==> config.mk <==
export PLATFORM = sky130hd
export DESIGN_NAME = command_frame_receiver_core
export DESIGN_NICKNAME = d
export VERILOG_FILES = /design/src/hw/rtl/cfr_pkg.sv /design/src/hw/rtl/cfr_parser.sv /design/src/hw/rtl/command_frame_receiver_core.sv
export SDC_FILE = /design/constraint.sdc
export NUM_CORES = 1
export LEC_CHECK = 0
export BUFFER_PORTS_ARGS = -buffer_cell sky130_fd_sc_hd__buf_2
export CORE_ASPECT_RATIO = 1.25
export CORE_UTILIZATION = 45
export CTS_BUF_LIST = sky130_fd_sc_hd__clkbuf_4 sky130_fd_sc_hd__clkbuf_8
export DETAILED_ROUTE_END_ITERATION = 6
export PLACE_DENSITY = 0.68
export SYNTH_ARGS = -nofsm -noshare
export SYNTH_HDL_FRONTEND = slang
export SYNTH_SLANG_ARGS = --single-unit
==> constraint.sdc <==
create_clock -name aclk -period 18.9 [get_ports aclk]
set_input_delay 0.945 -clock aclk [delete_from_list [all_inputs] [get_ports aclk]]
set_output_delay 0.945 -clock aclk [all_outputs]
set_load 0.1 [all_outputs]
==> src/hw/rtl/cfr_pkg.sv <==
// ----------------------------------------------------------------------------
// cfr_pkg
// Types and constants shared by the command frame receiver modules.
// ----------------------------------------------------------------------------
package cfr_pkg;

    typedef enum logic [2:0] {
        PH_IDLE,
        PH_CMD,
        PH_LEN,
        PH_DATA,
        PH_END
    } phase_t;

    typedef enum logic [1:0] {
        KIND_SET_TIME,
        KIND_SET_TEMP,
        KIND_REQ_MEAS,
        KIND_CLR_MEAS
    } kind_t;

    localparam int unsigned NUM_CODES = 4;

    localparam logic [7:0] START_BYTE = 8'h01;
    localparam logic [7:0] END_BYTE   = 8'hFE;
    localparam logic [7:0] LEN_TIME   = 8'h0C;
    localparam logic [7:0] LEN_TEMP   = 8'h08;
    localparam logic [7:0] LEN_SHORT  = 8'h04;

    localparam logic [3:0] TEMP_BYTES = 4'd4;
    localparam logic [3:0] NO_BYTES   = 4'd0;

    localparam logic [7:0] RST_CODE_SET_TIME  = 8'h10;
    localparam logic [7:0] RST_CODE_SET_TEMP  = 8'h20;
    localparam logic [7:0] RST_CODE_REQ_MEAS  = 8'h30;
    localparam logic [7:0] RST_CODE_CLR_MEAS  = 8'h40;

    typedef logic [NUM_CODES-1:0][7:0] code_set_t;

    typedef struct packed {
        logic        valid;
        kind_t       kind;
        logic [63:0] payload;
        logic [3:0]  count;
    } frame_t;

    function automatic logic [7:0] expected_len(kind_t kind);
        logic [7:0] len;
        case (kind)
            KIND_SET_TIME: len = LEN_TIME;
            KIND_SET_TEMP: len = LEN_TEMP;
            default:       len = LEN_SHORT;
        endcase
        return len;
    endfunction

endpackage

==> src/hw/rtl/cfr_parser.sv <==
// ----------------------------------------------------------------------------
// cfr_parser
// Frame parser: walks start, command, length, payload and end bytes one
// request at a time and flags a completed frame combinationally.
// ----------------------------------------------------------------------------
module cfr_parser #(
    parameter int unsigned MAX_PAYLOAD_BYTES = 8
) (
    input  logic                aclk,
    input  logic                aresetn,
    input  logic                in_valid,
    input  logic [7:0]          in_byte,
    input  cfr_pkg::code_set_t  codes,
    output cfr_pkg::frame_t     frame
);

    localparam int unsigned STORE_W = MAX_PAYLOAD_BYTES * 8;

    cfr_pkg::phase_t      phase_reg, phase_next;
    cfr_pkg::kind_t       kind_reg, kind_next;
    logic [3:0]           bytes_left_reg, bytes_left_next;
    logic [STORE_W-1:0]   store_reg, store_next;

    logic                 hit;
    cfr_pkg::kind_t       hit_kind;
    logic [3:0]           cur_count;
    logic [3:0]           left_dec;
    logic [2:0]           pos;

    always_ff @(posedge aclk) begin
        if (!aresetn) begin
            phase_reg      <= cfr_pkg::PH_IDLE;
            kind_reg       <= cfr_pkg::KIND_SET_TIME;
            bytes_left_reg <= '0;
            store_reg      <= '0;
        end else begin
            phase_reg      <= phase_next;
            kind_reg       <= kind_next;
            bytes_left_reg <= bytes_left_next;
            store_reg      <= store_next;
        end
    end

    always_comb begin
        case (kind_reg)
            cfr_pkg::KIND_SET_TIME: cur_count = 4'(MAX_PAYLOAD_BYTES);
            cfr_pkg::KIND_SET_TEMP: cur_count = cfr_pkg::TEMP_BYTES;
            default:                cur_count = cfr_pkg::NO_BYTES;
        endcase
    end

    assign left_dec = bytes_left_reg - 4'd1;
    assign pos      = 3'(cur_count - bytes_left_reg);

    // lowest kind wins on equal codes
    always_comb begin
        hit      = 1'b0;
        hit_kind = cfr_pkg::KIND_SET_TIME;
        for (int k = cfr_pkg::NUM_CODES - 1; k >= 0; k--) begin
            if (in_byte == codes[k]) begin
                hit      = 1'b1;
                hit_kind = cfr_pkg::kind_t'(k);
            end
        end
    end

    always_comb begin
        phase_next      = phase_reg;
        kind_next       = kind_reg;
        bytes_left_next = bytes_left_reg;
        store_next      = store_reg;
        frame.valid     = 1'b0;
        frame.kind      = kind_reg;
        frame.count     = cur_count;
        frame.payload   = (kind_reg == cfr_pkg::KIND_SET_TIME ||
                           kind_reg == cfr_pkg::KIND_SET_TEMP) ? 64'(store_reg) : 64'd0;
        if (in_valid) begin
            case (phase_reg)
                cfr_pkg::PH_CMD: begin
                    if (hit) begin
                        kind_next  = hit_kind;
                        phase_next = cfr_pkg::PH_LEN;
                    end else if (in_byte != cfr_pkg::START_BYTE) begin
                        phase_next = cfr_pkg::PH_IDLE;
                    end
                end
                cfr_pkg::PH_LEN: begin
                    if (in_byte == cfr_pkg::expected_len(kind_reg)) begin
                        store_next      = '0;
                        bytes_left_next = cur_count;
                        phase_next      = (cur_count != 4'd0) ? cfr_pkg::PH_DATA
                                                              : cfr_pkg::PH_END;
                    end else if (in_byte == cfr_pkg::START_BYTE) begin
                        phase_next = cfr_pkg::PH_CMD;
                    end else begin
                        phase_next = cfr_pkg::PH_IDLE;
                    end
                end
                cfr_pkg::PH_DATA: begin
                    for (int i = 0; i < int'(MAX_PAYLOAD_BYTES); i++) begin
                        if (pos == 3'(i)) begin
                            store_next[i*8 +: 8] = store_reg[i*8 +: 8] | in_byte;
                        end
                    end
                    bytes_left_next = left_dec;
                    if (left_dec == 4'd0) begin
                        phase_next = cfr_pkg::PH_END;
                    end
                end
                cfr_pkg::PH_END: begin
                    phase_next  = cfr_pkg::PH_IDLE;
                    frame.valid = (in_byte == cfr_pkg::END_BYTE);
                end
                default: begin
                    phase_next = (in_byte == cfr_pkg::START_BYTE) ? cfr_pkg::PH_CMD
                                                                 : cfr_pkg::PH_IDLE;
                end
            endcase
        end
    end

endmodule

==> src/hw/rtl/command_frame_receiver_core.sv <==
// ----------------------------------------------------------------------------
// command_frame_receiver_core
// Finds command frames in a received serial byte stream.
// ----------------------------------------------------------------------------
// Input channel s_*: one received byte per request, in arrival order.
// Output channel m_*: one request per correctly ended frame; m_tuser carries
// the command kind, m_tdata the payload (first byte lowest) and byte count.
// Frames: 0x01, command code, length byte, 0/4/MAX_PAYLOAD_BYTES payload
// bytes, 0xFE. Malformed frames are dropped without output.
// The result shows on m_* in the cycle after the end byte is accepted.
// Throughput: one byte per cycle while s_tready is high; the parser state is registered
// and the output register lets a byte enter while a waiting result is taken.
// When the receiver stalls with a result pending, s_tready drops only once
// the output register is full and not being taken.
// Reset (aresetn low, synchronous): parser idle, output empty, command codes back to
// 0x10, 0x20, 0x30, 0x40. The user must write codes via cfg_* only when idle; unenforced.
// ----------------------------------------------------------------------------
module command_frame_receiver_core #(
    parameter int unsigned MAX_PAYLOAD_BYTES = 8
) (
    input  logic        aclk,
    input  logic        aresetn,
    input  logic        cfg_wr_en,
    input  logic [1:0]  cfg_addr,
    input  logic [7:0]  cfg_wdata,
    input  logic        s_tvalid,
    output logic        s_tready,
    input  logic [7:0]  s_tdata,   // [7:0] rx_byte
    output logic        m_tvalid,
    input  logic        m_tready,
    output logic [71:0] m_tdata,   // [63:0] frame_payload, [67:64] payload_count, zero pad
    output logic [1:0]  m_tuser    // [1:0] frame_kind
);

    cfr_pkg::code_set_t codes_reg;
    cfr_pkg::frame_t    frame;
    logic               s_accept;
    logic               m_valid_reg, m_valid_next;
    logic [1:0]         kind_reg;
    logic [63:0]        payload_reg;
    logic [3:0]         count_reg;

    assign s_tready = !m_valid_reg || m_tready;
    assign s_accept = s_tvalid && s_tready;

    always_ff @(posedge aclk) begin
        if (!aresetn) begin
            codes_reg[0] <= cfr_pkg::RST_CODE_SET_TIME;
            codes_reg[1] <= cfr_pkg::RST_CODE_SET_TEMP;
            codes_reg[2] <= cfr_pkg::RST_CODE_REQ_MEAS;
            codes_reg[3] <= cfr_pkg::RST_CODE_CLR_MEAS;
        end else if (cfg_wr_en) begin
            codes_reg[cfg_addr] <= cfg_wdata;
        end
    end

    cfr_parser #(
        .MAX_PAYLOAD_BYTES (MAX_PAYLOAD_BYTES)
    ) u_parser (
        .aclk     (aclk),
        .aresetn  (aresetn),
        .in_valid (s_accept),
        .in_byte  (s_tdata),
        .codes    (codes_reg),
        .frame    (frame)
    );

    always_comb begin
        m_valid_next = m_valid_reg && !m_tready;
        if (frame.valid) begin
            m_valid_next = 1'b1;
        end
    end

    always_ff @(posedge aclk) begin
        if (!aresetn) begin
            m_valid_reg <= 1'b0;
        end else begin
            m_valid_reg <= m_valid_next;
        end
    end

    always_ff @(posedge aclk) begin
        if (frame.valid) begin
            kind_reg    <= frame.kind;
            payload_reg <= frame.payload;
            count_reg   <= frame.count;
        end
    end

    assign m_tvalid = m_valid_reg;
    assign m_tuser  = kind_reg;
    assign m_tdata  = {4'd0, count_reg, payload_reg};

    // frame only completes on an accepted request
    a_frame_on_accept: assert property (@(posedge aclk) disable iff (!aresetn)
        frame.valid |-> s_accept)
        else $error("frame completed without an accepted request");

    a_result_from_input: assert property (@(posedge aclk) disable iff (!aresetn)
        $rose(m_tvalid) |-> $past(s_accept))
        else $error("result appeared without an input request");

    a_count_matches_kind: assert property (@(posedge aclk) disable iff (!aresetn)
        m_tvalid |-> (m_tuser == 2'(cfr_pkg::KIND_SET_TIME) &&
                      m_tdata[67:64] == 4'(MAX_PAYLOAD_BYTES)) ||
                     (m_tuser == 2'(cfr_pkg::KIND_SET_TEMP) &&
                      m_tdata[67:64] == cfr_pkg::TEMP_BYTES) ||
                     (m_tuser[1] && m_tdata[67:64] == cfr_pkg::NO_BYTES))
        else $error("payload count does not match frame kind");

    a_no_payload_kinds: assert property (@(posedge aclk) disable iff (!aresetn)
        (m_tvalid && m_tuser[1]) |-> (m_tdata[63:0] == 64'd0))
        else $error("payload-free frame carries payload");

    a_stall_only_when_full: assert property (@(posedge aclk) disable iff (!aresetn)
        !s_tready |-> (m_tvalid && !m_tready))
        else $error("input stalled while output can drain");

endmodule
==> metrics.md, run 1 <==
| Metric | Value |
|---|---|
| Status | `complete, no violations` |
| Final Cell Area | `0.00829 mm2` |
| Root buf cell | `clkbuf_8` |
| EDFF count, synth | `68` |
| Dominant synthesized flop cell | `dfxtp_1` |
| Port Buffers | `92` |
| Clock buffer depth | `2` |
| H-tree depth | `4` |
| Starting Density | `0.460` |
| Crit path max-delay family | `compound AO/OA/AOI/OAI gates` |
| Antenna Cells | `0` |
| Max Clock Skew | `16.1 ps` |
| Hold depth | `2` |
| Core region area | `0.0161 mm2` |
| Placed cells | `984` |
| Pin count of the biggest net entering global routing | `70` |
| RR Endpoint | `u_parser.store_reg[32]` |
| Worst R2R Path Depth | `7` |
| Routed Antenna Nets | `0` |
| First-pass DRT Iterations | `4` |
| Worst-path cell chain | `buf_2 > or4_4 > nor3_4 > a21oi_2 > o31ai_4 > buf_4 > a21oi_1` |
| Total die area | `0.0170 mm2` |
| Clock transition at the registers of the reported paths | `90 ps` |
| YS warnings | `0` |
| DR WL/cell | `14.8 um` |
| Final setup violation count | `0` |
| GRT Overall Usage | `0.184` |
| Post-Route WL | `15100 um` |
| CTS tree | `built` |
| Avg Inst Size Synth | `10.1 um2` |
| Post_cts resized | `0` |
| Final Hold Viols | `0` |
| Setup bufs post-CTS | `0` |
| Max Clk Rate | `312 MHz` |
| Cell Count, Final, Fillers Out | `1016` |
| Rows | `52` |
| Die H | `146 um` |
| Routability cong. | `0.795` |
| Leakage | `0.00304 uW` |
| P per Cell Area | `82.7 mW/mm2` |
| Min-delay worst type | `flop to flop` |
| Crit path capture | `u_parser.store_reg[32]` |
| Worst-Skew Late Latency | `470 ps` |
| DP HPWL | `9600 um` |
| Final Max Slew Viols | `0` |
| Area delta synth->final | `11.6%` |
| Synth Cell Area | `0.00742 mm2` |
| Max Cap Viol | `0` |
| Relative slew slack | `0.230` |
| Via count | `5202` |
| Reg-to-reg slack, setup | `16000 ps` |
| Syn Inst Count | `738` |
| Setup crit start | `s_tdata[5]` |
| First-pass GRT wire length | `24100 um` |
| CP Capture Type | `flop` |
| Startpoint types | `input port` |
| 1st-iter DRT viols | `455` |
| Slowest-stage cell, CP | `o31ai_4` |
| DR vias/cell | `5.12` |
| Unrepaired setup endpoints after global routing | `false` |
| Die W | `117 um` |
| Buf/Inv on CP | `2` |
| Yosys top cell area share | `0.286` |
| Critical path depth in cells | `7` |
| Ports | `99` |
| Via count of the first global-routing pass | `4818` |
| Yosys top cell by area | `dfxtp_1` |
| Slowest Stage Delay on Critical Path | `780 ps` |
| Register area share after synthesis | `0.561` |
| Initial antenna violation count | `0` |
| Crit Path Category | `input port to flop` |
| CTS Buf Count | `17` |
| Worst-Margin Slew | `1150 ps` |
| R2R Path Start | `u_parser.kind_reg[1]` |
| Layout cells sized above 1 | `0.183` |
| Clk sinks | `174` |
| Fin crit share | `0.169` |
| Req. time, crit path | `19240 ps` |
| Setup TNS | `0 ps` |
| Critical Path AT | `3540 ps` |
| Number of synthesized register bits | `174` |
| Tmin final | `3200 ps` |
| GRT Residual Overflow | `0` |
| Asr flop ratio synth | `0` |
| Post-placement cell area | `0.00791 mm2` |
| Synth cell types | `51` |
| Crit path max fanout | `43` |
| Post-route DRC | `0` |
| Synth top area cells | `dfxtp_1 (29%), edfxtp_1 (28%), o2111ai_1 (7.6%)` |
| CTS Hold Bufs | `0` |
| Final #Nets | `815` |
| Worst IR drop on VDD | `38.8 uV` |
layout by cell type (no fill, tap or decap), types with 11 or more instances in the layout:
master,count
dfxtp_1,105
buf_2,92
nor2_1,76
a21oi_1,69
inv_1,68
edfxtp_1,68
o2111ai_1,64
nand2_1,47
xor2_1,25
clkbuf_8,17
mux2i_1,16
nor2b_1,15
a21boi_0,13
xnor2_1,11
per-layer routing:
metal | track usage | vias to the layer above | routed length (um)
met1 | 0.242 | 2395 | 6720
met5 | 0 | - | 0
met3 | 0.0346 | 26 | 675
met2 | 0.298 | 118 | 7380
li1 | - | 2663 | -
met4 | 0.0741 | 0 | 301
through the flow:
step	total power (uW)	setup WS, ps	util	hold WS (ps)
after floorplan	435	9620	-	431
after global placement	442	15260	0.490	442
after detailed placement	443	15210	0.490	448
after CTS	690	15720	0.513	461
after global routing	708	15570	0.513	465
final	685	15700	0.513	461
cell usage after synthesis, types with 2 or more instances:
cell type and n:
nand2b_1 7, xor2_1 25, dfxtp_1 106, nand4_1 7
inv_1 68, o21ai_0 6, nor2_1 77, or4_1 2
o21a_1 2, ha_1 5, edfxtp_1 68, xnor2_1 11
and2_1 2, buf_1 13, or2_2 3, and3_1 2
o221a_2 3, a31oi_1 3, mux2i_1 16, clkbuf_1 40
buf_4 16, o2111ai_1 64, buf_2 5, and2_0 8
nand3b_1 2, nor2b_1 15, a21boi_0 13, nand2_1 47
a21oi_1 69, nand3_1 5, nor4_1 7, o311ai_0 2
layout make-up:
class	instances	area [um2]
clock buffers	17	234
clock inverters	15	146
repair buffers	99	513
multi-input cells	426	2700
inverters	69	259
flip-flops and latches	174	4170
fillers	1523	7850
well taps	216	270
cells by family (layout without fill, tap and decap cells):
family                     after synthesis  in the layout  synth area share
and+or+nand+nor                        191            191             0.122
DFF                                    174            174             0.561
AOI/OAI and AO/OA                      172            172             0.163
buffers and inverters                  143            200            0.0813
xor gates and xnor gates                36             36            0.0425
muxes                                   16             16            0.0216
adders and majority gates                5              5           0.00843
other                                    1              6          0.000505
worst min-delay path by stage:
stage	start	to	slack, ps
3_5_place_dp	u_parser.store_reg[30]	u_parser.store_reg[30]	450
2_1_floorplan	u_parser.store_reg[38]	u_parser.store_reg[38]	430
4_1_cts	u_parser.store_reg[63]	u_parser.store_reg[63]	460
5_1_grt	u_parser.store_reg[47]	u_parser.store_reg[47]	470
6_report	u_parser.store_reg[47]	u_parser.store_reg[47]	460
3_3_place_gp	u_parser.store_reg[24]	u_parser.store_reg[24]	440
worst register-to-register path: stages (launching register included):
cell	delay (ps)
dfxtp_2	340
buf_4	310
nand2b_1	310
o22ai_1	240
a21oi_2	150
o31ai_4	780
buf_4	530
a21oi_1	110
power by group:
part	internal (uW)	total [uW]	leakage, uW	switching (uW)
Combinational	11.2	41.8	0.00136	30.6
Sequential	390	392	0.00149	2.38
Clock	108	251	0.000190	143
Total	509	685	0.00304	176
Power figures use the tool's default switching activity.
==> run 2: changes to the inputs <==
==> constraint.sdc (replaced) <==
create_clock -name aclk -period 3.06 [get_ports aclk]
set_input_delay 0.153 -clock aclk [delete_from_list [all_inputs] [get_ports aclk]]
set_output_delay 0.153 -clock aclk [all_outputs]
set_load 0.1 [all_outputs]
==> metrics.md, run 2 (synthesis results as in run 1) <==
| Metric | Value |
|---|---|
| RR Endpoint | `u_parser.store_reg[44]` |
| Layout cells sized above 1 | `0.188` |
| Final Cell Area | `0.00847 mm2` |
| Worst IR drop on VDD | `315 uV` |
| CTS tree | `built` |
| Routability cong. | `0.806` |
| Post-route DRC | `0` |
| GRT Residual Overflow | `0` |
| Crit path max fanout | `8` |
| Final Hold Viols | `0` |
| Status | `complete, no violations` |
| Die H | `146 um` |
| Post-placement cell area | `0.00799 mm2` |
| Routed Antenna Nets | `0` |
| Reg-to-reg slack, setup | `780 ps` |
| Antenna Cells | `0` |
| Fillers | `1543` |
| Root buf cell | `clkbuf_8` |
| Worst-Margin Slew | `994 ps` |
| CTS Buf Count | `17` |
| CP Capture Type | `flop` |
| Via count of the first global-routing pass | `4950` |
| Setup crit start | `u_parser.bytes_left_reg[0]` |
| Design Power | `4310 uW` |
| Critical Path AT | `2670 ps` |
| Via count | `5299` |
| Startpoint types | `flop` |
| Setup bufs post-CTS | `0` |
| DR WL/cell | `15.1 um` |
| R2R Path Start | `u_parser.bytes_left_reg[0]` |
| GRT Overall Usage | `0.187` |
| Worst R2R Path Depth | `7` |
| Worst-Skew Late Latency | `460 ps` |
| Area delta synth->final | `14.1%` |
| Max Clock Skew | `13.0 ps` |
| First-pass GRT wire length | `24600 um` |
| Port Buffers | `92` |
| Area of the multi-input gates | `0.00272 mm2` |
| Initial antenna violation count | `0` |
| Setup WS pre-CTS | `767 ps` |
| Final core utilization | `0.525` |
| Post-Route WL | `15500 um` |
| Core region area | `0.0161 mm2` |
| 1st-iter DRT viols | `349` |
| Die W | `117 um` |
| Starting Density | `0.460` |
| Hold depth | `2` |
| Crit path capture | `u_parser.store_reg[44]` |
| Clk sinks | `174` |
| Leakage | `0.00312 uW` |
| DP HPWL | `9820 um` |
| Ports | `99` |
| Total die area | `0.0170 mm2` |
| Max Clk Rate | `439 MHz` |
| Rows | `52` |
| Tmin final | `2280 ps` |
| Req. time, crit path | `3450 ps` |
| DR vias/cell | `5.16` |
| Pin count of the biggest net entering global routing | `70` |
| First-pass DRT Iterations | `5` |
| Fin crit share | `0.744` |
| Setup WS post-layout | `783 ps` |
| Leading cell types in the layout, fill and taps excluded | `dfxtp_1 (104), buf_2 (92), nor2_1 (76)` |
| P per Cell Area | `509 mW/mm2` |
| H-tree depth | `4` |
| Final #Nets | `825` |
| Final Max Slew Viols | `0` |
| Min-delay worst type | `input port to flop` |
| Clock buffer depth | `2` |
| Cell Count, Final, Fillers Out | `1026` |
| Most common cell after layout, fill and taps aside | `dfxtp_1` |
| Relative slew slack | `0.336` |
| Reg area | `0.00417 mm2` |
| Clock transition at the registers of the reported paths | `90 ps` |
| Unrepaired setup endpoints after global routing | `false` |
| Final setup violation count | `0` |
| Placed cells | `986` |
| Crit Path Category | `flop to flop` |
| Max Cap Viol | `0` |
-- run 2: cell types whose count changed in the layout (fill, tap and decap cells not counted), sizes merged --
cell         before  now
dlygate4sd3       0    8
inv              77   74
buf              99  101
clkbuf           17   19
bufinv            1    2
-- run 2: final cells by class --
cell class,instances,area share
multi-input cells,426,0.321
well taps,216,0.0319
repair buffers,109,0.0762
clock buffers,19,0.0294
inverters,69,0.0306
clock inverters,13,0.0182
flip-flops and latches,174,0.492
-- run 2: how the worst min path moves through the flow --
stage                                         to                   start  slack [ps]
after floorplan                    codes_reg[30]            cfg_wdata[6]         280
after global placement    u_parser.store_reg[13]  u_parser.store_reg[13]         440
after detailed placement   u_parser.store_reg[7]   u_parser.store_reg[7]         450
after CTS                          codes_reg[13]                 aresetn          60
after global routing               codes_reg[13]                 aresetn          90
final                              codes_reg[13]                 aresetn          70
-- run 2: critical path: stages (launching register included) --
cell and delay, ps:
dfxtp_1 420, inv_1 120, ha_1 290, xnor2_1 270, xor2_1 260, and2_0 460, o2111ai_1 210, a21oi_1 190
-- run 2: per-stage QoR --
stage | TNS, ps | hold WS [ps]
after global placement | 0 | 443
after CTS | 0 | 58.3
after detailed placement | 0 | 449
after global routing | 0 | 93.1
final | 0 | 72.4
after floorplan | -30260 | 277
-- run 2: routing by layer --
| metal | track usage | share of wire | wire [um] |
|---|---|---|---|
| met5 | 0 | 0 | 0 |
| met4 | 0.0595 | 0.014 | 218 |
| met3 | 0.0433 | 0.042 | 659 |
| met2 | 0.306 | 0.49 | 7680 |
| met1 | 0.243 | 0.45 | 6970 |
-- run 2: power by group --
group	internal, uW	total [uW]	leakage, uW	switching (uW)
clock	761	1610	0.000201	851
sequential	2410	2420	0.00149	14.6
combinational	82.1	277	0.00143	195
-- run 2: what timing repair did --
action / 4_1_cts / 5_1_grt
resized for setup: 0 / 0
hold buffers: 8 / 0
endpoints found under the hold margin: 19 / 0
==> run 3: changes to the inputs <==
==> constraint.sdc (replaced) <==
create_clock -name aclk -period 2.1 [get_ports aclk]
set_input_delay 0.105 -clock aclk [delete_from_list [all_inputs] [get_ports aclk]]
set_output_delay 0.105 -clock aclk [all_outputs]
set_load 0.1 [all_outputs]
==> metrics.md, run 3 (synthesis results as in run 1) <==
| Metric | Value |
|---|---|
| Final #Nets | `844` |
| Routed Antenna Nets | `0` |
| CTS Buf Count | `17` |
| Core region area | `0.0161 mm2` |
| Clk sinks | `174` |
| DR WL/cell | `15.4 um` |
| Max Clk Rate | `523 MHz` |
| Min-delay worst type | `input port to flop` |
| DR vias/cell | `5.25` |
| Worst IR drop on VDD | `427 uV` |
| Clock buffer depth | `2` |
| Root buf cell | `clkbuf_8` |
| Setup bufs post-CTS | `0` |
| Final setup violation count | `0` |
| Max Cap Viol | `0` |
| Area delta synth->final | `17.1%` |
| Worst-Skew Late Latency | `470 ps` |
| CP Capture Type | `flop` |
| Setup crit start | `u_parser.bytes_left_reg[1]` |
| Startpoint types | `flop` |
| Crit path max fanout | `8` |
| Req. time, crit path | `2500 ps` |
| H-tree depth | `4` |
| Leakage | `0.00324 uW` |
| Die H | `146 um` |
| Ports | `99` |
| First-pass GRT wire length | `25400 um` |
| Die W | `117 um` |
| Layout cells sized above 1 | `0.210` |
| Antenna Cells | `0` |
| Relative slew slack | `0.539` |
| Port Buffers | `92` |
| Post-route DRC | `0` |
| GRT Overall Usage | `0.195` |
| Final Cell Area | `0.00869 mm2` |
| Status | `complete, no violations` |
| CTS tree | `built` |
| GRT Residual Overflow | `0` |
| Hold Slack | `63.4 ps` |
| Final Max Slew Viols | `0` |
| Most common cell after layout, fill and taps aside | `dfxtp_1` |
| Worst-Margin Slew | `692 ps` |
| Rows | `52` |
| R2R Path Start | `u_parser.bytes_left_reg[1]` |
| Fin crit share | `0.910` |
| Tmin final | `1910 ps` |
| Clock transition at the registers of the reported paths | `90 ps` |
| Initial antenna violation count | `0` |
| Unrepaired setup endpoints after global routing | `false` |
| 1st-iter DRT viols | `392` |
| Leading cell types in the layout, fill and taps excluded | `dfxtp_1 (103), buf_2 (92), nor2_1 (76)` |
| Post-placement cell area | `0.00816 mm2` |
| Pin count of the biggest net entering global routing | `70` |
| P per Cell Area | `742 mW/mm2` |
| Max Clock Skew | `11.8 ps` |
| First-pass DRT Iterations | `5` |
| Critical Path AT | `2310 ps` |
| Routability cong. | `0.827` |
| Total die area | `0.0170 mm2` |
| Hold Startpoint | `m_tready` |
| Crit Path Category | `flop to flop` |
| Final Hold Viols | `0` |
| Via count | `5489` |
| Via count of the first global-routing pass | `5024` |
| DP HPWL | `10400 um` |
| Post-Route WL | `16100 um` |
| Starting Density | `0.460` |
==> run 3: changes by cell type in the layout (fill, tap and decap cells not counted), moves of 2 or more <==
| cell | before | now |
|---|---|---|
| buf_12 | 3 | 6 |
| clkinvlp_4 | 1 | 3 |
| buf_4 | 6 | 21 |
| clkinv_4 | 4 | 2 |
==> run 3: what timing repair did <==
action                                  4_1_cts  5_1_grt
hold endpoints to repair                     32        0
resized for setup                             0        5
hold buffers                                  9        0
endpoints found under the setup margin        0       54
==> run 3: path summary, 6_finish.rpt <==
kind | end | slack, ps | depth (start not counted)
setup / recovery | u_parser.store_reg[24] | 190 | 7
hold reg to reg | u_parser.store_reg[0] | 460 | 2
hold / removal | m_tvalid | 60 | 4
setup reg to reg | u_parser.store_reg[24] | 190 | 7
==> run 3: area by class of cell <==
type | count | area [um2]
clock buffers | 18 | 241
repair buffers | 128 | 828
inverters | 69 | 259
flip-flops and latches | 174 | 4170
fillers | 1481 | 7440
multi-input cells | 426 | 2740
well taps | 216 | 270
clock inverters | 14 | 184
==> run 3: where the power goes <==
group	total [uW]	internal (uW)	switching (uW)
combinational	440	142	297
sequential	3530	3510	22.2
clock	2480	1220	1270
total	6450	4870	1590
==> run 3: critical path, stage by stage, from the launching register on <==
cell and delay (ps):
dfxtp_2 390, inv_1 80, ha_1 220, xnor2_2 150, xnor2_1 240, and2_0 440, o2111ai_1 160, a21oi_1 160
==> run 3: metal layers <==
metal / vias to the layer above / part of all wire / global-route usage
li1: 2719 / - / -
met1: 2587 / 0.43 / 0.248
met2: 154 / 0.50 / 0.326
met3: 29 / 0.050 / 0.0429
met4: 0 / 0.019 / 0.0608
met5: - / 0 / 0
==> run 3: stage by stage <==
stage	setup slack, ps	utilization	std cells	setup TNS (ps)	total power (uW)
after global placement	124	0.506	1004	0	4030
after detailed placement	24.8	0.506	1004	0	4030
after global routing	49.9	0.539	1045	0	6650
after floorplan	-1400	-	743	-96500	3910
final	189	0.539	1045	0	6450
after CTS	9.00	0.538	1045	0	6500
